File: config.mk
export PLATFORM = sky130hd
export DESIGN_NAME = multi_tap_key_entry_core_flat
export DESIGN_NICKNAME = d
export VERILOG_FILES = /design/src/hw/rtl/mtke_pkg.sv /design/src/hw/rtl/mtke_if.sv /design/src/hw/rtl/multi_tap_key_entry_core.sv /design/src/flat_wrapper.sv
export SDC_FILE = /design/constraint.sdc
export NUM_CORES = 1
export LEC_CHECK = 0
export BUFFER_PORTS_ARGS = -buffer_cell sky130_fd_sc_hd__buf_2
export CORE_UTILIZATION = 50
export CTS_CLUSTER_DIAMETER = 120
export CTS_CLUSTER_SIZE = 30
export DETAILED_ROUTE_END_ITERATION = 8
export PLACE_DENSITY_LB_ADDON = 0.08
export SYNTH_ARGS = -nofsm -noshare
export SYNTH_HDL_FRONTEND = slang
export SYNTH_SLANG_ARGS = --single-unit
File: constraint.sdc
create_clock -name i_clk -period 3.79 [get_ports i_clk]
set_input_delay 0.758 -clock i_clk [delete_from_list [all_inputs] [get_ports i_clk]]
set_output_delay 0.758 -clock i_clk [all_outputs]
set_load 0.03 [all_outputs]
File: src/hw/rtl/mtke_pkg.sv
// Shared types, widths and key-set tables for the multi-tap key entry block.
package mtke_pkg;

    localparam int KEY_W    = 5;
    localparam int CHAR_W   = 8;
    localparam int POS_W    = 5;
    localparam int IDX_W    = 2;
    localparam int LCNT_W   = 6;
    localparam int TICK_W   = 16;

    localparam logic [TICK_W-1:0] TIMEOUT_RESET = 16'd1000;
    localparam logic [TICK_W-1:0] TICK_MAX      = 16'hFFFF;

    localparam logic OP_PRESS = 1'b0;
    localparam logic OP_TICK  = 1'b1;

    localparam logic [KEY_W-1:0] KEY_NONE  = 5'd0;
    localparam logic [KEY_W-1:0] KEY_FIRST = 5'd1;
    localparam logic [KEY_W-1:0] KEY_LAST  = 5'd16;

    typedef struct packed {
        logic             op;
        logic [KEY_W-1:0] key;
    } t_in_item;

    typedef struct packed {
        logic              show_valid;
        logic [CHAR_W-1:0] show_char;
        logic [POS_W-1:0]  show_pos;
        logic              commit_valid;
        logic [CHAR_W-1:0] commit_char;
        logic [POS_W-1:0]  commit_pos;
        logic              full_res;
    } t_res_item;

    typedef struct packed {
        logic [TICK_W-1:0] timeout_ticks;
    } t_cfg_item;

    // Index of the last character in each key's set.
    function automatic logic [IDX_W-1:0] last_index(input logic [KEY_W-1:0] key);
        logic [IDX_W-1:0] idx;
        idx = 2'd1;
        if (key == KEY_NONE || key > KEY_LAST) begin
            idx = 2'd0;
        end else if (key >= 5'd13) begin
            idx = 2'd2;
        end
        return idx;
    endfunction

    // Character of a key's set at a given index; zero past the end of the set.
    function automatic logic [CHAR_W-1:0] set_char(input logic [KEY_W-1:0] key,
                                                   input logic [IDX_W-1:0] idx);
        logic [CHAR_W-1:0] c0;
        logic [CHAR_W-1:0] c1;
        logic [CHAR_W-1:0] c2;
        logic [CHAR_W-1:0] ch;
        c0 = 8'h00;
        c1 = 8'h00;
        c2 = 8'h00;
        case (key)
            5'd1:    begin c0 = "1"; c1 = "G"; end
            5'd2:    begin c0 = "2"; c1 = "H"; end
            5'd3:    begin c0 = "3"; c1 = "I"; end
            5'd4:    begin c0 = "C"; c1 = "J"; end
            5'd5:    begin c0 = "4"; c1 = "K"; end
            5'd6:    begin c0 = "5"; c1 = "L"; end
            5'd7:    begin c0 = "6"; c1 = "M"; end
            5'd8:    begin c0 = "D"; c1 = "N"; end
            5'd9:    begin c0 = "7"; c1 = "O"; end
            5'd10:   begin c0 = "8"; c1 = "P"; end
            5'd11:   begin c0 = "9"; c1 = "Q"; end
            5'd12:   begin c0 = "E"; c1 = "R"; end
            5'd13:   begin c0 = "A"; c1 = "S"; c2 = "T"; end
            5'd14:   begin c0 = "0"; c1 = "U"; c2 = "V"; end
            5'd15:   begin c0 = "B"; c1 = "W"; c2 = "X"; end
            5'd16:   begin c0 = "F"; c1 = "Y"; c2 = "Z"; end
            default: begin c0 = 8'h00; end
        endcase
        case (idx)
            2'd0:    ch = c0;
            2'd1:    ch = c1;
            2'd2:    ch = c2;
            default: ch = 8'h00;
        endcase
        return ch;
    endfunction

endpackage

File: src/hw/rtl/mtke_if.sv
// Valid/ready channel interfaces for key items, results and configuration.
interface mtke_in_if;
    logic                valid;
    logic                ready;
    mtke_pkg::t_in_item  payload;

    modport source (output valid, output payload, input ready);
    modport sink   (input valid, input payload, output ready);
endinterface

interface mtke_res_if;
    logic                valid;
    logic                ready;
    mtke_pkg::t_res_item payload;

    modport source (output valid, output payload, input ready);
    modport sink   (input valid, input payload, output ready);
endinterface

interface mtke_cfg_if;
    logic                valid;
    logic                ready;
    mtke_pkg::t_cfg_item payload;

    modport source (output valid, output payload, input ready);
    modport sink   (input valid, input payload, output ready);
endinterface

File: src/hw/rtl/multi_tap_key_entry_core.sv
// Multi-tap keypad text entry: key presses and ticks in, show/commit results out.
//
// Channels: i_in takes one item per handshake, either a key press (op = 0,
// key 1..16) or one timer tick (op = 1). Every accepted item yields exactly
// one result item on o_res: the character to show at a letter position,
// the character to commit, and a flag when a new letter is refused because
// MAX_LETTERS letters have already been begun. i_cfg writes the timeout in ticks;
// always ready; the user must write it only while the block is idle (unchecked).
//
// The result of an item is registered and is on o_res in the cycle after its acceptance.
// Throughput: one item per cycle while o_res accepts; the letter state and
// the result register both update in the accepting cycle, so the next item
// follows directly. i_in.ready is high while the result register is empty or
// being drained, so a stalled receiver holds the result and back-pressures
// the input after one item.
//
// Reset: clears the pending letter, the letter count, the idle counter and
// the result valid, and loads the timeout with 1000 ticks.
module multi_tap_key_entry_core #(
    parameter int MAX_LETTERS = 32
) (
    input  logic          i_clk,
    input  logic          i_rst_n,
    mtke_in_if.sink       i_in,
    mtke_cfg_if.sink      i_cfg,
    mtke_res_if.source    o_res
);

    localparam logic [mtke_pkg::LCNT_W-1:0] LCNT_MAX = mtke_pkg::LCNT_W'(MAX_LETTERS);

    logic [mtke_pkg::TICK_W-1:0] r_timeout;
    logic [mtke_pkg::KEY_W-1:0]  r_pending_key;
    logic [mtke_pkg::KEY_W-1:0]  n_pending_key;
    logic [mtke_pkg::IDX_W-1:0]  r_char_index;
    logic [mtke_pkg::IDX_W-1:0]  n_char_index;
    logic [mtke_pkg::LCNT_W-1:0] r_letter_count;
    logic [mtke_pkg::LCNT_W-1:0] n_letter_count;
    logic [mtke_pkg::TICK_W-1:0] r_idle_ticks;
    logic [mtke_pkg::TICK_W-1:0] n_idle_ticks;
    logic                        r_out_valid;
    mtke_pkg::t_res_item         r_res;
    mtke_pkg::t_res_item         n_res;

    logic                        in_accept;
    logic                        key_ok;
    logic [mtke_pkg::IDX_W-1:0]  next_index;
    logic [mtke_pkg::TICK_W-1:0] idle_inc;
    logic [mtke_pkg::POS_W-1:0]  cur_pos;
    logic                        room;

    assign i_in.ready  = !r_out_valid || o_res.ready;
    assign in_accept   = i_in.valid && i_in.ready;
    assign i_cfg.ready = 1'b1;

    assign o_res.valid   = r_out_valid;
    assign o_res.payload = r_res;

    assign key_ok     = (i_in.payload.key >= mtke_pkg::KEY_FIRST) &&
                        (i_in.payload.key <= mtke_pkg::KEY_LAST);
    assign next_index = r_char_index + 2'd1;
    assign idle_inc   = (r_idle_ticks == mtke_pkg::TICK_MAX) ? r_idle_ticks
                                                             : r_idle_ticks + 16'd1;
    assign cur_pos    = mtke_pkg::POS_W'(r_letter_count - 6'd1);
    assign room       = r_letter_count < LCNT_MAX;

    always_comb begin
        n_pending_key  = r_pending_key;
        n_char_index   = r_char_index;
        n_letter_count = r_letter_count;
        n_idle_ticks   = r_idle_ticks;
        n_res          = '0;

        if (i_in.payload.op == mtke_pkg::OP_TICK) begin
            if (r_pending_key != mtke_pkg::KEY_NONE) begin
                n_idle_ticks = idle_inc;
                // Timed out: commit the pending character
                if (idle_inc >= r_timeout) begin
                    n_res.commit_valid = 1'b1;
                    n_res.commit_char  = mtke_pkg::set_char(r_pending_key, r_char_index);
                    n_res.commit_pos   = cur_pos;
                    n_pending_key      = mtke_pkg::KEY_NONE;
                    n_char_index       = '0;
                    n_idle_ticks       = '0;
                end
            end
        end else if (key_ok) begin
            if (r_pending_key == i_in.payload.key) begin
                // Same key: step through the set, commit at its last character
                n_char_index     = next_index;
                n_idle_ticks     = '0;
                n_res.show_valid = 1'b1;
                n_res.show_char  = mtke_pkg::set_char(i_in.payload.key, next_index);
                n_res.show_pos   = cur_pos;
                if (next_index >= mtke_pkg::last_index(i_in.payload.key)) begin
                    n_res.commit_valid = 1'b1;
                    n_res.commit_char  = n_res.show_char;
                    n_res.commit_pos   = cur_pos;
                    n_pending_key      = mtke_pkg::KEY_NONE;
                    n_char_index       = '0;
                end
            end else begin
                if (r_pending_key != mtke_pkg::KEY_NONE) begin
                    n_res.commit_valid = 1'b1;
                    n_res.commit_char  = mtke_pkg::set_char(r_pending_key, r_char_index);
                    n_res.commit_pos   = cur_pos;
                end
                n_char_index = '0;
                n_idle_ticks = '0;
                if (room) begin
                    // New letter lands one position past the current one
                    n_letter_count   = r_letter_count + 6'd1;
                    n_pending_key    = i_in.payload.key;
                    n_res.show_valid = 1'b1;
                    n_res.show_char  = mtke_pkg::set_char(i_in.payload.key, '0);
                    n_res.show_pos   = r_letter_count[mtke_pkg::POS_W-1:0];
                end else begin
                    n_pending_key  = mtke_pkg::KEY_NONE;
                    n_res.full_res = 1'b1;
                end
            end
        end
    end

    always_ff @(posedge i_clk) begin
        if (!i_rst_n) begin
            r_timeout      <= mtke_pkg::TIMEOUT_RESET;
            r_pending_key  <= mtke_pkg::KEY_NONE;
            r_char_index   <= '0;
            r_letter_count <= '0;
            r_idle_ticks   <= '0;
            r_out_valid    <= 1'b0;
        end else begin
            if (i_cfg.valid) begin
                r_timeout <= i_cfg.payload.timeout_ticks;
            end
            if (in_accept) begin
                r_pending_key  <= n_pending_key;
                r_char_index   <= n_char_index;
                r_letter_count <= n_letter_count;
                r_idle_ticks   <= n_idle_ticks;
                r_out_valid    <= 1'b1;
            end else if (o_res.ready) begin
                r_out_valid <= 1'b0;
            end
        end
    end

    // Result payload: load on accept, hold while stalled
    always_ff @(posedge i_clk) begin
        if (in_accept) begin
            r_res <= n_res;
        end
    end

endmodule

File: src/flat_wrapper.sv
// flat-port wrapper written by rule: the top's interface ports become plain ports
module multi_tap_key_entry_core_flat 
#(
    parameter int MAX_LETTERS = 32
)
  (i_clk, i_rst_n, i_in_valid, i_in_payload, i_in_ready, i_cfg_valid, i_cfg_payload, i_cfg_ready, o_res_valid, o_res_payload, o_res_ready);
  mtke_in_if i_in_i ();
  mtke_cfg_if i_cfg_i ();
  mtke_res_if o_res_i ();
  input  logic i_clk;
  input  logic i_rst_n;
  input wire logic [$bits(i_in_i.valid)-1:0] i_in_valid;
  input wire logic [$bits(i_in_i.payload)-1:0] i_in_payload;
  output wire logic [$bits(i_in_i.ready)-1:0] i_in_ready;
  input wire logic [$bits(i_cfg_i.valid)-1:0] i_cfg_valid;
  input wire logic [$bits(i_cfg_i.payload)-1:0] i_cfg_payload;
  output wire logic [$bits(i_cfg_i.ready)-1:0] i_cfg_ready;
  output wire logic [$bits(o_res_i.valid)-1:0] o_res_valid;
  output wire logic [$bits(o_res_i.payload)-1:0] o_res_payload;
  input wire logic [$bits(o_res_i.ready)-1:0] o_res_ready;
  assign i_in_i.valid = i_in_valid;
  assign i_in_i.payload = i_in_payload;
  assign i_in_ready = i_in_i.ready;
  assign i_cfg_i.valid = i_cfg_valid;
  assign i_cfg_i.payload = i_cfg_payload;
  assign i_cfg_ready = i_cfg_i.ready;
  assign o_res_valid = o_res_i.valid;
  assign o_res_payload = o_res_i.payload;
  assign o_res_i.ready = o_res_ready;
  multi_tap_key_entry_core #(.MAX_LETTERS(MAX_LETTERS)) u_core (.i_clk(i_clk), .i_rst_n(i_rst_n), .i_in(i_in_i), .i_cfg(i_cfg_i), .o_res(o_res_i));
endmodule
==> out/metrics.yaml <==
synthMuxAreaShare_pct: 3.568
synth_compound_area_share_pct: 19.32
htreeDepth: 3
synth-xor-area-share_pct: 4.478
power.share.sequential_pct: 50.9
cts_inserted_buffers: 9
ys_seq_area_share_pct: 34.06
hold_violations: 0
io_pins: 59
ir_drop_mv: 0.1738
p_sw_share_pct: 29.95
synth_top_family_by_area: "simple AND/OR/NAND/NOR gates"
finalMaxSlewViolations: 0
synth_area_leader_cell: "dfxtp_1"
synth_edf_count: 27
worst_r2r_path_depth: 12
leakage_nw: 2.261
netlist_instances: 588
p_clk_share_pct: 34.1
place_worst_setup_slack_ps: 220.8
hpwl_um: 8683
fin_cells: 765
grt_pass1_wl_um: 18800
worstPathRequired_ps: 3890
arrival_ps: 3640
crit_chain: "ha_2, nand4_1, or4_1, xnor2_1, ha_1, nand2b_4, a2111o_1, a311oi_4, nand2_1, o211ai_1, buf_4, o22ai_1"
hold_slack_ps: 500.9
final_area_um2: 5529
p_sw_w: 0.0005031
num_vias: 4311
core-area_um2: 9819
track_usage_pct: 23.02
cp_top_family: "compound AO/OA/AOI/OAI gates"
wl_um: 11550
wl_per_cell_um: 15.10
r2r_slack_ps: 240
hold-path-cell-count: 2
cts.sinks: 73
netlist.area_leader.share_pct: 18.11
root_buffer: "clkbuf_8"
nNetsFinal: 683
synth_seq_cells: 73
syn_area_um2: 5085
start_kind: "register"
endpoint_kind: "register"
gp_congestion: 0.8786
synthAdderAreaFrac_pct: 7.136
worst_slack_ps: 242.7
clock_latency_ps: 360
cp_slowest_cell: "or4_1"
gr-total-overflow: 0
viasPerCell: 5.635
top_layer: "met4"
crit_path_max_fanout: 7
wl_met3_um: 619
drt_iter0_drc: 246
hold_class: "register to register"
power_density_nw_per_um2: 303.8
p_int_w: 0.001177
async_flop_share_pct: 0
slew_headroom_pct: 38.53
port_buffers: 55
cap_violations: 0
place_inst: 749
r2r-start: "u_core.r_idle_ticks[0]"
synthSimpleGateAreaFrac_pct: 22.83
whs_endpoint: "u_core.r_timeout[5]"
crit_buf_inv: 1
tightest_slew_ps: 921.1
first_pass_iters: 5
cts.clk_slew.worst_paths_ps: 80
grt_pass1_vias: 3821
yosysWarningCount: 0
dieHeight_um: 102.8
met1_length_um: 5618
initial_core_util_pct: 51.78
die-area_um2: 10580
ys.flop_type: "dfxtp_1"
rr_endpoint: "u_core.o_res.payload[7]"
rows: 36
drc: 0
nFillCells: 964
synth.distinct_cells: 74
status: "complete, no violations"
area_growth_pct: 8.735
final.setup_skew_ps: 14.26
fp.dieW_um: 102.8
antennaDiodeCount: 0
clock_path_buffers: 2
syn_avg_cell_area_um2: 8.648
met2WireLength_um: 5242
synth.area.top_cells: "dfxtp_1 18%, edfxtp_1 16%, ha_1 7.1%, nand2_1 4.7%, nor2_1 4.1%"
period_share_pct: 93.60
grt_antenna_before_repair: 0
fin_util_pct: 56.31
path_class: "register to register"
pwr-share-comb_pct: 15.0
cts_tree: "yes"
hold_buffers: 0
cts_setup_buffers: 0
drtAntennaViolNets: 0
hold_start: "u_core.r_timeout[5]"
postPlaceCellArea_um2: 5333
timing.fmax_ghz: 0.2819
setup_viol: 0
max_stage_delay_ps: 460
final_layout_size_suffix_gt1_share_pct: 16.93
grt_max_degree: 28
period_needed_ps: 3547
-- cell families after synthesis --
group,after synthesis
mux,18
compound gates,138
flops,73
other cells,2
simple gates,228
buf+inv,74
fa+ha+maj,29
xor+xnor,26
-- worst register-to-register path, delay by kind of cell (launching register included) --
kind | cells | cell delay [ps]
AOI/OAI and AO/OA | 4 | 1130
and+or+nand+nor | 4 | 850
xor gates and xnor gates | 1 | 160
buffers and inverters | 1 | 170
DFF | 1 | 420
adders and majority gates | 2 | 550
-- synthesized netlist by cell type (15+ instances only) --
library cell / instances
nand3_1: 16
a21oi_1: 30
mux2i_1: 17
dfxtp_1: 46
o21ai_0: 23
edfxtp_1: 27
ha_1: 29
clkbuf_1: 15
nand2_1: 63
nor2_1: 55
inv_1: 29
xnor2_1: 15
nand4_1: 18
-- timing repair --
item	in CTS	in global routing
endpoints found under the setup margin	0	17
resized for setup	0	4
hold endpoints to repair	0	0
-- state kept, by name, summed over array words and instances (netlist names) --
signal and cells:
u_core.r_letter_count 6, u_core.o_res.payload 27, u_core.r_pending_key 5, u_core.o_res.valid 1, u_core.r_idle_ticks 16, u_core.r_timeout 16, u_core.r_char_index 2
-- power groups by stage --
stage / sequential (W) / clock (W) / combinational (W)
2_1_floorplan: 0.000902 / 0 / 0.000163
3_3_place_gp: 0.000872 / 0 / 0.000247
3_5_place_dp: 0.000873 / 0 / 0.000250
4_1_cts: 0.000855 / 0.000587 / 0.000251
5_1_grt: 0.000859 / 0.000624 / 0.000278
6_report: 0.000854 / 0.000574 / 0.000252
-- layer usage --
layer  track usage (%)  vias up
li1                  -     2188
met1             32.47     1977
met2             36.56      140
met3             4.881        6
met4             4.225        0
met5                 0        -
-- layout make-up --
class,count,area (µm²),area share [%]
Multi-Input combinational cell,442,2940,53.18
Sequential cell,73,1732,31.32
Timing Repair Buffer,71,395.4,7.151
Tap cell,133,166.4,3.010
Clock buffer,9,123.9,2.240
Inverter,30,112.6,2.037
Clock inverter,7,58.81,1.064
-- cells in the final DEF, fill, tap and decap left out, types with 4 or more instances in the layout --
master / netlist / layout
and2_1: 8 / 8
inv_6: 0 / 4
nand3_1: 16 / 16
buf_2: 9 / 55
nand2_1: 63 / 63
a31oi_1: 10 / 9
nor2b_1: 7 / 7
edfxtp_1: 27 / 27
clkbuf_8: 10 / 9
inv_1: 29 / 29
nand4_1: 18 / 18
o211ai_1: 12 / 12
a22o_1: 9 / 9
xnor2_1: 15 / 15
o31ai_1: 4 / 4
a21oi_1: 30 / 30
nand2b_1: 5 / 5
nor3_1: 12 / 12
or2_2: 4 / 4
a21o_1: 4 / 4
nor2_1: 55 / 55
or3_1: 5 / 5
ha_1: 29 / 28
mux2i_1: 17 / 17
o22ai_1: 4 / 4
o21ai_0: 23 / 23
nand3b_1: 4 / 4
dfxtp_1: 46 / 46
and3_1: 7 / 7
buf_4: 5 / 16
nor3b_1: 6 / 6
xor2_1: 11 / 11
-- metrics by stage --
step	setup TNS, ps	power (W)
after floorplan	0	0.001066
after global placement	0	0.001119
after detailed placement	0	0.001122
after CTS	0	0.001692
after global routing	-13.01	0.001760
final	0	0.001680
-- how the worst max path moves through the flow --
stage / startpoint / to / slack (ps) / cells past startpoint
finish: u_core.r_idle_ticks[0] / u_core.o_res.payload[7] / 240 / 12
global placement: u_core.r_idle_ticks[0] / u_core.o_res.payload[7] / 280 / 12
CTS: u_core.r_idle_ticks[0] / u_core.r_pending_key[2] / 160 / 13
floorplan: u_core.r_idle_ticks[0] / u_core.o_res.payload[7] / 350 / 12
global route: u_core.r_idle_ticks[0] / u_core.r_pending_key[2] / -10 / 13
detailed placement: u_core.r_idle_ticks[0] / u_core.r_pending_key[1] / 220 / 13
No activity file was read; power rests on OpenSTA's default activity.
